==> config.mk <==
export PLATFORM = sky130hd
export DESIGN_NAME = dpct_fifo
export DESIGN_NICKNAME = d
export VERILOG_FILES = /design/src/sv/dpct_pkg.sv /design/src/sv/dpct_fifo.sv
export SDC_FILE = /design/constraint.sdc
export NUM_CORES = 1
export LEC_CHECK = 0
export BUFFER_PORTS_ARGS = -buffer_cell sky130_fd_sc_hd__buf_4
export CORE_UTILIZATION = 47
export CTS_BUF_LIST = sky130_fd_sc_hd__clkbuf_4 sky130_fd_sc_hd__clkbuf_8 sky130_fd_sc_hd__clkbuf_16
export CTS_CLUSTER_DIAMETER = 50
export DETAILED_ROUTE_END_ITERATION = 8
export PLACE_DENSITY = 0.69
export SLEW_MARGIN = 10
export SYNTH_ARGS = -nofsm -noshare
export SYNTH_HDL_FRONTEND = slang
export SYNTH_SLANG_ARGS = --single-unit
==> constraint.sdc <==
create_clock -name clk -period 17.1 [get_ports clk]
set_input_delay 0.855 -clock clk [delete_from_list [all_inputs] [get_ports clk]]
set_output_delay 0.855 -clock clk [all_outputs]
set_load 0.01 [all_outputs]
==> src/sv/dpct_pkg.sv <==
`timescale 1ns / 1ps
// dpct_pkg: shared types, widths and register codes for the disk pair collision time core.
// No dependencies.

package dpct_pkg;

    localparam int WORD_BITS    = 32;
    localparam int FRAC_BITS    = 16;
    localparam int CFG_BITS     = 31;
    localparam int CFG_IDX_BITS = 2;
    localparam int QUEUE_DEPTH  = 4;

    // Register indexes on the configuration port
    localparam logic [CFG_IDX_BITS-1:0] REG_RADIUS      = 2'd0;
    localparam logic [CFG_IDX_BITS-1:0] REG_HALF_WIDTH  = 2'd1;
    localparam logic [CFG_IDX_BITS-1:0] REG_HALF_HEIGHT = 2'd2;

    localparam logic [CFG_BITS-1:0] RADIUS_RST      = 31'd65536;
    localparam logic [CFG_BITS-1:0] HALF_WIDTH_RST  = 31'd6553600;
    localparam logic [CFG_BITS-1:0] HALF_HEIGHT_RST = 31'd6553600;

    // |P|, nonnegative Q and V all fit in 2W+2 bits; D fits in 4W+4, its root in 2W+2
    localparam int PMAG_BITS = 2 * WORD_BITS + 2;
    localparam int D_BITS    = 2 * PMAG_BITS;
    localparam int ROOT_BITS = PMAG_BITS;

    typedef struct packed {
        logic signed [WORD_BITS-1:0] pos_x_a;
        logic signed [WORD_BITS-1:0] pos_y_a;
        logic signed [WORD_BITS-1:0] vel_x_a;
        logic signed [WORD_BITS-1:0] vel_y_a;
        logic signed [WORD_BITS-1:0] pos_x_b;
        logic signed [WORD_BITS-1:0] pos_y_b;
        logic signed [WORD_BITS-1:0] vel_x_b;
        logic signed [WORD_BITS-1:0] vel_y_b;
    } in_item_t;

    typedef struct packed {
        logic [WORD_BITS-1:0] hit_time;
        logic                 never;
    } out_item_t;

    typedef struct packed {
        logic [CFG_BITS-1:0] radius;
        logic [CFG_BITS-1:0] half_width;
        logic [CFG_BITS-1:0] half_height;
    } cfg_t;

    // Classified pair handed from front to back
    typedef struct packed {
        in_item_t             item;
        logic [PMAG_BITS-1:0] p_mag;
        logic [PMAG_BITS-1:0] q;
        logic [D_BITS-1:0]    d;
        logic                 never;
    } bridge_t;

endpackage

==> src/sv/dpct_fifo.sv <==
`timescale 1ns / 1ps
// dpct_fifo: short first-word-fall-through queue of classified pairs between front and back.
// Depends on dpct_pkg.

module dpct_fifo #(
    parameter int DEPTH = 4
) (
    input  logic              clk,
    input  logic              rst_n,
    input  logic              push,
    input  dpct_pkg::bridge_t push_data,
    input  logic              pop,
    output logic              full,
    output logic              not_empty,
    output dpct_pkg::bridge_t head
);
    localparam int AW = (DEPTH > 1) ? $clog2(DEPTH) : 1;

    dpct_pkg::bridge_t entry_reg [0:DEPTH-1];
    logic [AW-1:0] wr_ptr_reg, rd_ptr_reg;
    logic [AW:0]   count_reg;

    assign full      = (count_reg == (AW+1)'(DEPTH));
    assign not_empty = (count_reg != '0);
    assign head      = entry_reg[rd_ptr_reg];

    always_ff @(posedge clk)
    begin
        if (push)
        begin
            entry_reg[wr_ptr_reg] <= push_data;
        end
    end

    always_ff @(posedge clk or negedge rst_n)
    begin
        if (!rst_n)
        begin
            wr_ptr_reg <= '0;
            rd_ptr_reg <= '0;
            count_reg  <= '0;
        end
        else
        begin
            if (push)
            begin
                wr_ptr_reg <= (wr_ptr_reg == AW'(DEPTH-1)) ? '0 : wr_ptr_reg + 1'b1;
            end
            if (pop)
            begin
                rd_ptr_reg <= (rd_ptr_reg == AW'(DEPTH-1)) ? '0 : rd_ptr_reg + 1'b1;
            end
            if (push && !pop)
            begin
                count_reg <= count_reg + 1'b1;
            end
            else if (pop && !push)
            begin
                count_reg <= count_reg - 1'b1;
            end
        end
    end

endmodule

==> results.toml, run 1 <==
[outcome]
status = "completed"

[worst_setup_path]
path_class = "reg2out"
worstPathRequired_ps = 16250
crit_chain = "buf_4 > buf_4 > buf_12 > mux4_2 > buf_4"
startpoint_type = "register"
crit_cells = 5
r2r_setup_slack_ps = 11900
crit_buf_inv = 4
end_kind = "output port"
crit_family = "buffers and inverters"
crit_arrival_ps = 4960
reg2regPathDepth = 7
cpMostUsedCell = "buf_4"
slowest_delay_ps = 920
cp_max_fo = 111
cp_slowest_cell = "dfrtp_4"

[routing]
via_per_inst = 5.45
dr_total_vias = 34211
totalWireLength_um = 169000
wl_per_cell_um = 26.9
drc = 0
postRouteAntennaNets = 0
dr.pass1.iters = 5
first_iter_violations = 2836

[sta]
worstMarginPinSlew_ps = 1280
period_share_pct = 34.0
skew_ps = 25.3
fmaxAchievable_ghz = 0.172
rsz0062_at_grt = "false"
setup_viol = 0
finalSetupTns_ps = 0
slew_violations = 0
slew_headroom_pct = 14.7
hold_viol = 0
period_needed_ps = 5810

[global_route]
grt_overflow_total = 0
grt_pass1_wl_um = 241000
grt_use_total_pct = 20.6
grt_pass1_vias = 35051
grt_max_degree = 149
antenna_found_initial = 36

[cells_and_area]
layout_commonest_cell = "edfxtp_1"
area_growth_pct = 22.4
layout_common_cells = "2084 x edfxtp_1, 1072 x buf_4, 521 x mux4_2, 217 x clkbuf_16, 61 x clkbuf_4"
fin_util_pct = 58.2
drive_above_1_share_pct = 47.5
finalNetCount = 4472
final_cells = 6272
largest_reg_flops = 2084
design_area_mm2 = 0.0926

[clock_tree]
clkSinkCount = 2091
clockRootBuffer = "clkbuf_16"
clk_latency_ps = 830
numCtsBuffers = 210
clk_path_buf_depth = 3
htree_num_levels = 4
path_clk_slew_ps = 60
cts_resized = 0
cts_tree = "built"

[power]
power_frac_clock_pct = 27.7
swShare_pct = 28.6
p_leak_nw = 31.3
pwr-share-comb_pct = 30.3
p_int_mw = 11.5
report.power.total_mw = 16.1
p_per_area_mw_per_mm2 = 174
p_switching_mw = 4.61
irDropWorstVdd_mv = 0.127
seqPwrFrac_pct = 42.0

[synthesis]
synthTopCellsByArea = "edfxtp_1 83%, mux4_2 16%, buf_6 0.79%"
synth-seq-cells = 2091
yosysSeqAreaShare_pct = 83.0
syn_area_per_cell_um2 = 27.4
netlist_area_mm2 = 0.0756
synth_top_cell_by_area = "edfxtp_1"
synth_top_area_share_pct = 82.7
syn_inst = 2758
synth_warnings = 0
synth_cell_types = 18
synth_fp_nets = 3290

[worst_hold_path]
hold_path.class = "in2reg"
min_delay_path_depth = 1

[floorplanning]
die_x_um = 403
start_util_pct = 47.5
ioPinCount = 1048
core_mm2 = 0.159
placement_rows = 146
fp.dieArea_mm2 = 0.163
die_h_um = 403

[placed_design]
routabilityCongestion = 0.800
dp.cells = 5873
placed_cell_area_mm2 = 0.0857
port_buffers = 1047
hpwl_um = 106000

[job]
drv_cap = 0
-- cell usage after synthesis --
library cell,instances
edfxtp_1,2084
mux4_2,521
buf_2,55
buf_6,53
clkbuf_1,8
dfrtp_1,7
ha_1,6
and2_1,4
inv_1,4
mux2_2,3
nor2_1,3
nand2_1,2
o21ai_0,2
xor2_1,2
fa_1,1
nor3b_1,1
or3_1,1
xnor2_1,1
-- worst paths after layout --
kind	from	end
setup reg to reg	wr_ptr_reg[0]	entry_reg[2][228]
hold reg to reg	count_reg[2]	count_reg[2]
hold / removal	push_data[45]	entry_reg[1][45]
max in group asynchronous	rst_n	rd_ptr_reg[1]
min in group asynchronous	rst_n	wr_ptr_reg[0]
setup / recovery	rd_ptr_reg[0]	head[298]
-- metrics by stage --
stage	setup slack (ps)	hold slack, ps
2_1_floorplan	3600	449
3_3_place_gp	11380	470
3_5_place_dp	11370	476
4_1_cts	11050	140
5_1_grt	10760	161
6_report	11290	218
-- per-layer routing --
layer  share of wire, %  vias to the layer above  track usage (%)
met5               0.14                        -                0
met1                 37                    18166             24.9
met4                2.9                       36             7.01
met2                 51                     1244             33.8
met3                9.7                      292             8.02
li1                   -                    14473                -
-- cell type report --
type                       count  area (µm²)
antenna                       19        47.5
timing repair buffer        1086        8320
clock inverter               101         900
sequential                  2091       62800
fill                       11155       66500
clock buffer                 278        5890
inverter                       4        15.0
multi-input combinational    547       12000
tap                         2146        2690
-- cells by family (layout without fill, tap and decap cells) --
| kind of cell | count (synthesis) | after routing | synth area share [%] |
|---|---|---|---|
| adders and majority gates | 7 | 7 | 0.126 |
| muxes | 524 | 524 | 15.6 |
| buffers and inverters | 120 | 1469 | 1.21 |
| DFF | 2091 | 2091 | 83.0 |
| AOI/OAI and AO/OA | 2 | 2 | 0.0132 |
| xor gates and xnor gates | 3 | 3 | 0.0347 |
| other | 0 | 19 | 0 |
| and+or+nand+nor | 11 | 11 | 0.0761 |
-- power groups by stage --
stage / clock network (mW) / logic, mW / registers [mW]
floorplan: 0 / 2.82 / 7.28
global placement: 0 / 5.01 / 6.84
detailed placement: 0 / 4.99 / 6.88
CTS: 4.54 / 5.00 / 6.78
global route: 4.73 / 5.17 / 6.84
finish: 4.46 / 4.88 / 6.77
-- repair_timing --
action                    CTS  global route
hold endpoints to repair    7             0
buffers inserted            0             0
hold buffers                1             0
Power figures use the tool's default switching activity.
==> run 2, diff against run 1 <==
- clock period: 17.1 -> 5.7 ns (I/O delays scaled with it)
==> run 2 against run 1 <==
Via count rose by 7.1%. Clock-buffer cell count fell by 14. Worst hold slack got worse by 19 ps. Non-clock buffer count rose by 560. Setup slack got worse by 9300 ps. First-iteration DRC count rose by 6.0%. Sequential power rose to 3.0 times the previous value. Clock skew fell by 3.4 ps. Final area rose by 5.7%. Total power rose to 3.0 times the previous value. Utilization rose by 3.3 points. Routed wire length rose by 4.5%.
==> results.toml, run 2 (same netlist as run 1, synthesis figures left out) <==
[routing]
first_iter_violations = 3006
dr.pass1.iters = 5
via_per_inst = 5.35
drc = 0
totalWireLength_um = 177000
postRouteAntennaNets = 0
dr_total_vias = 36626
wl_per_cell_um = 25.8

[worst_setup_path]
crit_arrival_ps = 3390
startpoint_type = "register"
cp_max_fo = 38
cpMostUsedCell = "buf_4"
path_class = "reg2out"
crit_chain = "buf_12 > buf_4 > mux4_2 > buf_4"
slowest_delay_ps = 900
end_kind = "output port"
cp_slowest_cell = "dfrtp_4"
worstPathRequired_ps = 5410

[sta]
period_needed_ps = 3680
worstMarginPinSlew_ps = 979
slew_violations = 0
rsz0062_at_grt = "false"
slew_headroom_pct = 34.7
hold_viol = 0
period_share_pct = 64.5
skew_ps = 21.9
finalSetupTns_ps = 0
fmaxAchievable_ghz = 0.272
setup_viol = 0

[global_route]
grt_pass1_wl_um = 254000
grt_use_total_pct = 21.4
grt_overflow_total = 0
antenna_found_initial = 41
grt_pass1_vias = 38550
grt_max_degree = 126

[cells_and_area]
area_growth_pct = 29.4
layout_common_cells = "2084 x edfxtp_1, 1102 x buf_4, 525 x dlygate4sd3_1, 521 x mux4_2, 209 x clkbuf_16"
finalNetCount = 5027
fill_cells = 10553
layout_commonest_cell = "edfxtp_1"
drive_above_1_share_pct = 42.3
design_area_mm2 = 0.0979
largest_reg_flops = 2084

[clock_tree]
cts_tree = "built"
clk_latency_ps = 830
numCtsBuffers = 205
clkSinkCount = 2091
clockRootBuffer = "clkbuf_16"
htree_num_levels = 4
cts_resized = 0
path_clk_slew_ps = 60
cts_setup_buffers = 0
clk_path_buf_depth = 3

[power]
p_per_area_mw_per_mm2 = 496
p_leak_nw = 33.5
irDropWorstVdd_mv = 0.372

[floorplanning]
core_mm2 = 0.159
start_util_pct = 47.5
fp.dieArea_mm2 = 0.163
die_x_um = 403
placement_rows = 146
ioPinCount = 1048
die_h_um = 403

[placed_design]
hpwl_um = 112000
routabilityCongestion = 0.806
placed_cell_area_mm2 = 0.0861
port_buffers = 1047

[worst_hold_path]
hold_path.class = "in2reg"

[outcome]
status = "completed"

[job]
drv_cap = 0
-- run 2: layout make-up --
cell class                 instances  area, µm²  area share (%)
multi-input combinational        547      12000            12.2
sequential                      2091      62800            64.1
inverter                           4       15.0          0.0153
tap                             2146       2690            2.74
clock buffer                     264       5640            5.76
clock inverter                   105        820           0.837
antenna                           40        100           0.102
timing repair buffer            1646      13900            14.2
-- run 2: final timing paths --
path                       cells after the start           endpoint      startpoint  slack [ps]
min                                            2  entry_reg[3][490]  push_data[490]         200
max                                            4          head[454]   rd_ptr_reg[0]        2020
max reg2reg                                    4  entry_reg[1][323]   wr_ptr_reg[1]        3160
max in group asynchronous                      3      rd_ptr_reg[0]           rst_n        4890
min reg2reg                                    1       count_reg[2]    count_reg[2]         480
min in group asynchronous                      3       count_reg[2]           rst_n         510
-- run 2: metal layers --
layer	vias to the layer above	wire length, µm	track usage (%)
li1	15612	-	-
met1	19201	65100	25.6
met2	1418	87400	34.6
met3	375	14700	7.08
met4	20	9190	11.1
met5	-	135	0
-- run 2: through the flow --
step / hold slack, ps / cells / power [mW] / util, % / worst slack, ps
floorplan: -10.6 / 2758 / 29.2 / - / -1650
global placement: 110 / 5909 / 35.6 / 54.1 / 2790
detailed placement: 110 / 5909 / 35.8 / 54.1 / 2770
CTS: 121 / 6803 / 48.9 / 61.5 / 1870
global route: 150 / 6831 / 50.3 / 61.5 / 1760
finish: 198 / 6843 / 48.5 / 61.5 / 2020
-- run 2: critical path, delay by kind of cell (launching register included) --
kind                   cells  cell delay [ps]
buffers and inverters      3              940
multiplexers               1              600
flip-flops                 1              900
-- run 2: what timing repair did --
action / in CTS / in global routing
setup endpoints to repair: 0 / 0
hold endpoints to repair: 2098 / 0
hold buffers: 525 / 0
-- run 2: where the power goes --
part           internal (mW)  total [mW]  switching, mW
Combinational           7.34        15.3           7.96
Sequential              19.7        20.3          0.660
Clock                   7.35        12.9           5.54
